===== config.mk =====
export PLATFORM = sky130hd
export DESIGN_NAME = utf8_stream_decoder_top
export DESIGN_NICKNAME = d
export VERILOG_FILES = /design/src/sv/utf8d_pkg.sv /design/src/sv/utf8_stream_decoder_top.sv /design/src/sv/utf8d_decode.sv
export SDC_FILE = /design/constraint.sdc
export NUM_CORES = 1
export LEC_CHECK = 0
export ABC_AREA = 1
export BUFFER_PORTS_ARGS = -buffer_cell sky130_fd_sc_hd__buf_2
export CAP_MARGIN = 10
export CORE_MARGIN = 3
export CORE_UTILIZATION = 45
export CTS_CLUSTER_DIAMETER = 100
export CTS_CLUSTER_SIZE = 40
export DETAILED_ROUTE_END_ITERATION = 10
export PLACE_DENSITY = 0.61
export REMOVE_ABC_BUFFERS = 1
export SLEW_MARGIN = 20
export SYNTH_ARGS = -nofsm -noshare
export SYNTH_HDL_FRONTEND = slang
export SYNTH_SLANG_ARGS = --single-unit

===== constraint.sdc =====
create_clock -name clk -period 3.45 [get_ports clk]
set_clock_uncertainty 0.15 [all_clocks]
set_input_delay 0.69 -clock clk [delete_from_list [all_inputs] [get_ports clk]]
set_output_delay 0.69 -clock clk [all_outputs]
set_load 0.02 [all_outputs]

===== src/sv/utf8d_pkg.sv =====
// Package: shared types and constants for the UTF-8 stream decoder.
package utf8d_pkg;

  localparam int CpWidth  = 31;
  localparam int CntWidth = 3;
  localparam logic [CntWidth-1:0] MaxErrItems = 3'd5;

  typedef struct packed {
    logic [CpWidth-1:0]  partial_value;
    logic [CntWidth-1:0] bytes_still_needed;
    logic [CntWidth-1:0] bytes_held;
  } u8d_state_t;

  // One decoded entry; count repeats it, last goes only on the final repeat.
  typedef struct packed {
    logic                valid;
    logic [CpWidth-1:0]  code_point;
    logic                malformed;
    logic                last;
    logic [CntWidth-1:0] count;
  } u8d_result_t;

endpackage


===== src/sv/utf8_stream_decoder_top.sv =====
// Top level: UTF-8 byte stream to code point stream decoder.
// A decoded result is registered in the output register, or in the skid entry if busy.
// Throughput: one byte per cycle while the skid entry is empty; a cut-short sequence
// repeats its error item up to five times, one per cycle while m_tready is high.
// Reset (rst, synchronous): clears the sequence state, both output stages and
// allow_long_sequences.
module utf8_stream_decoder_top import utf8d_pkg::*; (
  input  logic        clk,
  input  logic        rst,
  input  logic        cfg_wr_en,
  input  logic        cfg_wr_data,   // allow_long_sequences
  input  logic        s_tvalid,
  output logic        s_tready,
  input  logic [7:0]  s_tdata,       // [7:0] in_byte
  input  logic        s_tlast,       // in_last
  output logic        m_tvalid,
  input  logic        m_tready,
  output logic [31:0] m_tdata,       // [30:0] code_point, [31] zero
  output logic        m_tuser,       // malformed
  output logic        m_tlast        // out_last
);

  logic        allow_long;
  u8d_state_t  state, state_next;
  u8d_result_t dec_res;
  u8d_result_t out_reg;
  u8d_result_t skid;
  logic        in_fire;
  logic        out_fire;
  logic        out_done;
  logic        out_free;

  utf8d_decode u_decode (
    .in_byte    (s_tdata),
    .in_last    (s_tlast),
    .allow_long (allow_long),
    .cur        (state),
    .nxt        (state_next),
    .res        (dec_res)
  );

  assign s_tready = !skid.valid;
  assign in_fire  = s_tvalid && s_tready;
  assign out_fire = out_reg.valid && m_tready;
  assign out_done = out_fire && (out_reg.count == 3'd1);
  assign out_free = !out_reg.valid || out_done;

  assign m_tvalid = out_reg.valid;
  assign m_tdata  = {1'b0, out_reg.code_point};
  assign m_tuser  = out_reg.malformed;
  assign m_tlast  = out_reg.last && (out_reg.count == 3'd1);

  always_ff @(posedge clk) begin
    if (rst) begin
      allow_long <= 1'b0;
    end else if (cfg_wr_en) begin
      allow_long <= cfg_wr_data;
    end
  end

  always_ff @(posedge clk) begin
    if (rst) begin
      state <= '0;
    end else if (in_fire) begin
      state <= state_next;
    end
  end

  always_ff @(posedge clk) begin
    if (rst) begin
      out_reg <= '0;
      skid    <= '0;
    end else begin
      if (out_free) begin
        if (skid.valid) begin
          out_reg <= skid;
          skid    <= '0;
        end else if (in_fire && dec_res.valid) begin
          out_reg <= dec_res;
        end else begin
          out_reg <= '0;
        end
      end else begin
        if (out_fire) begin
          out_reg.count <= out_reg.count - 3'd1;
        end
        if (in_fire && dec_res.valid) begin
          skid <= dec_res;
        end
      end
    end
  end

endmodule


===== src/sv/utf8d_decode.sv =====
// Decode logic: next sequence state and result entry for one input byte.
module utf8d_decode import utf8d_pkg::*; (
  input  logic        [7:0] in_byte,
  input  logic              in_last,
  input  logic              allow_long,
  input  u8d_state_t        cur,
  output u8d_state_t        nxt,
  output u8d_result_t       res
);

  logic [CntWidth-1:0] held_clamped;

  always_comb begin
    nxt = cur;
    res = '0;
    held_clamped = '0;
    if (cur.bytes_still_needed == '0) begin
      if (in_byte[7] == 1'b0) begin
        res.valid      = 1'b1;
        res.code_point = {{(CpWidth-8){1'b0}}, in_byte};
        res.count      = 3'd1;
        res.last       = in_last;
      end else if (in_byte[7:5] == 3'b110) begin
        nxt = '{{{(CpWidth-5){1'b0}}, in_byte[4:0]}, 3'd1, 3'd1};
      end else if (in_byte[7:4] == 4'b1110) begin
        nxt = '{{{(CpWidth-4){1'b0}}, in_byte[3:0]}, 3'd2, 3'd1};
      end else if (in_byte[7:3] == 5'b11110) begin
        nxt = '{{{(CpWidth-3){1'b0}}, in_byte[2:0]}, 3'd3, 3'd1};
      end else if (allow_long && in_byte[7:2] == 6'b111110) begin
        nxt = '{{{(CpWidth-2){1'b0}}, in_byte[1:0]}, 3'd4, 3'd1};
      end else if (allow_long && in_byte[7:1] == 7'b1111110) begin
        nxt = '{{{(CpWidth-1){1'b0}}, in_byte[0]}, 3'd5, 3'd1};
      end else begin
        res.valid     = 1'b1;
        res.malformed = 1'b1;
        res.count     = 3'd1;
        res.last      = in_last;
      end
    end else begin
      nxt.partial_value      = {cur.partial_value[CpWidth-7:0], in_byte[5:0]};
      nxt.bytes_still_needed = cur.bytes_still_needed - 3'd1;
      nxt.bytes_held         = cur.bytes_held + 3'd1;
      if (nxt.bytes_still_needed == '0) begin
        res.valid      = 1'b1;
        res.code_point = nxt.partial_value;
        res.count      = 3'd1;
        res.last       = in_last;
        nxt            = '0;
      end
    end

    if (in_last) begin
      if (nxt.bytes_still_needed != '0) begin
        held_clamped = nxt.bytes_held;
        if (held_clamped == '0) begin
          held_clamped = 3'd1;
        end
        if (held_clamped > MaxErrItems) begin
          held_clamped = MaxErrItems;
        end
        res.valid      = 1'b1;
        res.code_point = '0;
        res.malformed  = 1'b1;
        res.last       = 1'b1;
        res.count      = held_clamped;
      end
      nxt = '0;
    end
  end

endmodule

==> results by group, run 1 <==
Place
  • Final HPWL DP: approximately 8200 µm
  • RePlAce Congestion: 0.934
  • Placed cell area: between 5000 and 6000 µm²
  • Buffers added on ports: 49
  • Worst slack at placement: ~0.55 ns

Floorplanning
  • I/O pin cnt: 51
  • Die Area: approximately 13,000 µm²
  • Die W: around 120 µm
  • Core Area: between 10,000 and 15,000 µm²
  • Die Span Y: ~120 µm
  • Row count: 39
  • Initial core utilization: 0.470

CTS
  • Hold Buf Count CTS: 0
  • TritonCTS clock tree: built
  • CTS Buf Count: 9
  • CTS root buf: clkbuf_16
  • CTS clock-pin slew for the worst setup and hold paths: 0.07 ns
  • Clk sink count: around 110
  • Post-CTS Setup Inserts: 0
  • Post-cts resize count: 0
  • Clk Latency, worst-skew pair: between 0.3 and 0.4 ns
  • CTS H-tree depth: 3
  • CTS Buffer Depth: 2

Routing
  • Routed Antenna Nets: 0
  • DRC Markers: 0
  • Final WL: 13,000 µm
  • DR pass1 iterations: 4
  • DR vias/cell: 5.67
  • Per-cell routed wire length: about 15 µm
  • Via count: roughly 4,800
  • 1st-iter DRT viols: ~380

Yosys
  • Post-Syn Instances: 711
  • Sequential area share after synthesis: 0.389
  • Yosys reg bits: roughly 110
  • Post-synthesis instance area: around 5500 µm²
  • Cell variety after synth: 35
  • Avg Cell Area, Syn: about 7.7 µm²
  • Synthesis warning total: 0

Setup path
  • Critical path capture point type: flop
  • Startpoint class of the critical path: flop
  • Cell family with most CP delay: simple AND/OR/NAND/NOR gates
  • Worst-path fanout max: 28
  • Critical path's slowest cell: dfxtp_1
  • R2R depth: 16
  • CP max stage delay: between 0.4 and 0.5 ns
  • Critical Path RT: ~3.6 ns
  • Crit path buf inv count: 5
  • Critical path class: flop to flop
  • Worst endpoint data arrival time: ~3.1 ns
  • Critical Path, Cell by Cell: inv_1 -> ha_1 -> inv_2 -> nand2_1 -> nand3_1 -> nand2_2 -> nor2_1 -> inv_1 -> o21ai_1 -> nor2_2 -> nand3_2 -> nand3_4 -> inv_2 -> buf_12 -> nand4_1 -> a21oi_2
  • Crit. path cell count: 16

Cells and area
  • Final Util: 0.500
  • Top reg by flops: skid
  • N_diodes: 0
  • Area Growth Syn to Fin: 6.47%
  • Fin area: between 5000 and 6000 µm²
  • Final Net Count: between 700 and 800
  • Max reg flops: 37
  • Share of cells above drive strength 1: 0.224

STA
  • Post-route setup slack: 0.520 ns
  • Final number of setup-violating endpoints: 0
  • Final period utilization: 0.849
  • Fin. max-slew vios: 0
  • Final min period: 2.93 ns
  • Least-Margin Pin Slew: about 0.7 ns
  • Peak Freq: 341 MHz
  • Post-route setup TNS: 0 ns
  • Final hold viol count: 0
  • RSZ-0062 raised after global routing: no
  • Slew HR: 0.524

Global route
  • Initial antenna violation count: 0
  • Vias in the first global route: 4,569
  • Global route overflow: 0
  • Largest net degree at the start of global routing: 58
  • Total track usage: 0.203
  • First-pass GRT wire length: between 20,000 and 25,000 µm

Min path
  • Worst hold path type: flop to flop
  • Hold Path Cell Cnt: 2

Flow run
  • Max_cap viols: 0

Power
  • Total Power: ~3.0 mW
  • Pwr/cell area: around 520 nW/µm²
  • Worst ir drop on vdd: around 270 µV
  • Leakage: ~2.1 nW

Status
  • Status: finished clean
-- stage by stage --
stage	instances	hold WS (ns)
detailed placement	827	0.306
global placement	827	0.306
floorplan	625	0.288
CTS	843	0.318
global route	843	0.336
finish	843	0.320
-- tightest hold or removal path, stage by stage, from the launching register on --
cell	delay, ns
dfxtp_1	0.32
nand2_1	0.06
a21oi_1	0.05
-- power breakdown --
group,leakage (nW),internal (mW),switching [mW],total (mW)
Clock,0.161,0.652,0.493,1.14
Combinational,1.11,0.159,0.394,0.553
Sequential,0.864,1.30,0.0501,1.35
-- synth_stat cells (all sizes together) --
cell | number | area, µm²
a21oi | 143 | 802
and2 | 1 | 6.26
buf | 49 | 375
clkbuf | 37 | 139
clkinv | 1 | 3.75
conb | 1 | 3.75
dfxtp | 106 | 2120
ha | 6 | 75.1
inv | 42 | 165
nand2 | 77 | 307
nand3 | 103 | 673
nand3b | 1 | 7.51
nand4 | 25 | 156
nor2 | 43 | 206
nor3 | 4 | 20.0
nor3b | 1 | 7.51
nor4 | 1 | 6.26
o21ai | 67 | 343
o21bai | 1 | 18.8
xnor2 | 1 | 8.76
xor2 | 1 | 8.76
-- metal layers --
metal	vias to the layer above	routed length, µm	track usage
li1	2375	-	-
met1	2281	6240	0.279
met2	110	5990	0.323
met3	14	588	0.0358
met4	0	178	0.0681
met5	-	0	0
-- area by class of cell --
cell class	count	area [µm²]
clock buffer	9	225
clock inverter	7	113
fill	1151	5810
inverter	43	169
multi-input combinational	476	2660
sequential	106	2120
tap	143	179
timing repair buffer	59	345
-- final timing paths --
| check | from | endpoint | slack (ns) |
|---|---|---|---|
| worst max-delay path | state[3]$_SDFFE_PP0P_ | skid[30]$_SDFFE_PP0P_ | 0.52 |
| worst max register to register | state[3]$_SDFFE_PP0P_ | skid[30]$_SDFFE_PP0P_ | 0.52 |
| worst min-delay path | out_reg[1]$_SDFFE_PP0P_ | out_reg[1]$_SDFFE_PP0P_ | 0.32 |
| worst min register to register | out_reg[1]$_SDFFE_PP0P_ | out_reg[1]$_SDFFE_PP0P_ | 0.32 |
-- logic make-up (layout without fill, tap and decap cells) --
logic type                 after synthesis  in the layout  share of synthesized area
and+or+nand+nor                        256            256                      0.255
AOI/OAI and AO/OA                      211            211                      0.213
buffers and inverters                  129            118                      0.125
DFF                                    106            106                      0.389
adders and majority gates                6              6                     0.0138
xor gates and xnor gates                 2              2                    0.00321
other                                    1              1                   0.000687
-- cell usage in the layout (no fill, tap or decap), types with 6 or more instances in the layout --
master	count
a21oi_2	23
nand3_2	29
buf_4	8
a21oi_1	120
inv_1	33
nand2_2	7
dfxtp_1	106
inv_2	8
ha_1	6
nand3_1	73
nor2_1	33
nand2_1	70
nand4_1	25
clkbuf_16	9
o21ai_0	61
buf_2	49
No activity file was read; power rests on OpenSTA's default activity.
==> inputs of run 2 (changes only) <==
clock period = 3 ns   (was 3.45 ns; I/O delays follow)
==> run 2 against run 1 <==
Flip-flop and latch count unchanged. Die area unchanged. Largest cell class unchanged. Critical path depth unchanged.
==> results by group, run 2 (synthesis results as in run 1) <==
Routing
  • DRC Markers: 0
  • DR pass1 iterations: 4
  • Via count: about 4,700
  • DR vias/cell: roughly 5.6
  • Final WL: between 10,000 and 15,000 µm
  • 1st-iter DRT viols: 283
  • Routed Antenna Nets: 0
  • Per-cell routed wire length: roughly 15 µm

Setup path
  • Critical Path RT: about 3.1 ns
  • CP max stage delay: 0.40 ns
  • Critical path class: flop to flop
  • Worst endpoint data arrival time: approximately 2.8 ns
  • Critical path's slowest cell: dfxtp_1
  • Critical Path, Cell by Cell: inv_1 -> ha_1 -> inv_2 -> nand2_1 -> nand3_1 -> nand2_2 -> nor2_1 -> inv_1 -> o21ai_1 -> nor2_2 -> nand3_2 -> nand3_4 -> inv_2 -> buf_12 -> nand4_1 -> a21oi_2
  • Worst-path fanout max: 51
  • R2R depth: 16
  • Critical path capture point type: flop
  • Startpoint class of the critical path: flop
  • R2r setup slk: 0.32 ns

Global route
  • Global route overflow: 0
  • Largest net degree at the start of global routing: 58
  • Vias in the first global route: between 4,000 and 5,000
  • Total track usage: 0.199
  • Initial antenna violation count: 0
  • First-pass GRT wire length: 21,700 µm

Cells and area
  • Area Growth Syn to Fin: 6.19%
  • Finished Layout Cells: 845
  • Final Net Count: between 700 and 800
  • Most frequent cells in the layout: a21oi_1 (120), dfxtp_1 (106), nand3_1 (73)
  • Share of cells above drive strength 1: 0.226
  • N_diodes: 0
  • Top reg by flops: skid
  • Max reg flops: 37
  • Most common cell after layout, fill and taps aside: a21oi_1

CTS
  • Post-cts resize count: 0
  • Clk sink count: between 100 and 150
  • CTS H-tree depth: 3
  • Post-CTS Setup Inserts: 0
  • Clk Latency, worst-skew pair: roughly 0.35 ns
  • CTS Buf Count: 9
  • Hold Buf Count CTS: 0
  • CTS root buf: clkbuf_16
  • TritonCTS clock tree: built
  • CTS Buffer Depth: 2
  • CTS clock-pin slew for the worst setup and hold paths: roughly 0.070 ns

Floorplanning
  • Row count: 39
  • I/O pin cnt: between 50 and 60
  • Die W: between 100 and 150 µm
  • Initial core utilization: 0.470
  • Die Area: around 13,000 µm²
  • Die Span Y: 116 µm
  • Core Area: between 10,000 and 15,000 µm²

Place
  • Final HPWL DP: about 8000 µm
  • Worst slack at placement: around 0.35 ns
  • Buffers added on ports: roughly 50
  • Post-Place Cells: just over 800
  • RePlAce Congestion: just over 0.9

Min path
  • Worst hold path type: flop to flop
  • Hold Path Cell Cnt: 2

Power
  • Total Power: between 3 and 4 mW
  • Worst ir drop on vdd: ~270 µV
  • Pwr/cell area: approximately 590 nW/µm²
  • Leakage: between 2 and 2.5 nW

STA
  • Post-route setup slack: 0.324 ns
  • Peak Freq: 374 MHz
  • Final hold viol count: 0
  • Hold WS: roughly 0.32 ns
  • Final min period: 2.68 ns
  • Final number of setup-violating endpoints: 0
  • RSZ-0062 raised after global routing: no
  • Slew HR: 0.520
  • Least-Margin Pin Slew: around 0.7 ns
  • Fin. max-slew vios: 0
  • Final period utilization: 0.892

Status
  • Status: finished clean

Flow run
  • Max_cap viols: 0
==> run 2: cell count changes in the layout (fill, tap and decap cells not counted) <==
cell       before  now
inv_6           1    3
clkinv_2        0    1
clkbuf_8        0    1
buf_4           8   10
bufinv_16       2    1
inv_8           2    1
clkinv_8        1    0
clkinv_4        1    0
==> run 2: final cells by class <==
| type | count | area [µm²] |
|---|---|---|
| timing repair buffer | 61 | 360 |
| clock buffer | 10 | 239 |
| fill | 1129 | 5820 |
| multi-input combinational | 476 | 2660 |
| clock inverter | 6 | 68.8 |
| tap | 143 | 179 |
| sequential | 106 | 2120 |
| inverter | 43 | 169 |
==> run 2: power breakdown <==
part           total, mW  internal (mW)  switching [mW]
Sequential          1.55           1.49          0.0576
Clock               1.23          0.678           0.555
Combinational      0.638          0.187           0.451
==> run 2: through the flow <==
step	area, µm²	util	setup TNS, ns
6_report	5790	0.499	0
5_1_grt	5790	0.499	0
4_1_cts	5790	0.499	0
3_5_place_dp	5490	0.472	0
3_3_place_gp	5490	0.472	0
2_1_floorplan	4940	-	-22.17
==> run 2: critical path, delay by kind of cell, from the launching register on <==
family	cells	cell delay [ns]
flops	1	0.40
buf+inv	5	0.51
fa+ha+maj	1	0.23
compound gates	2	0.33
simple gates	8	0.97
==> run 2: path summary, 6_finish.rpt <==
kind / start / end
setup / recovery: state[3]$_SDFFE_PP0P_ / skid[30]$_SDFFE_PP0P_
setup reg to reg: state[3]$_SDFFE_PP0P_ / skid[30]$_SDFFE_PP0P_
hold reg to reg: out_reg[1]$_SDFFE_PP0P_ / out_reg[1]$_SDFFE_PP0P_
hold / removal: out_reg[1]$_SDFFE_PP0P_ / out_reg[1]$_SDFFE_PP0P_
==> run 2: metal layers <==
layer | vias to the layer above | track usage | wire length (µm)
met1 | 2201 | 0.278 | 6290
li1 | 2382 | - | -
met4 | 0 | 0.0750 | 239
met3 | 16 | 0.0264 | 569
met5 | - | 0 | 0
met2 | 111 | 0.313 | 5880
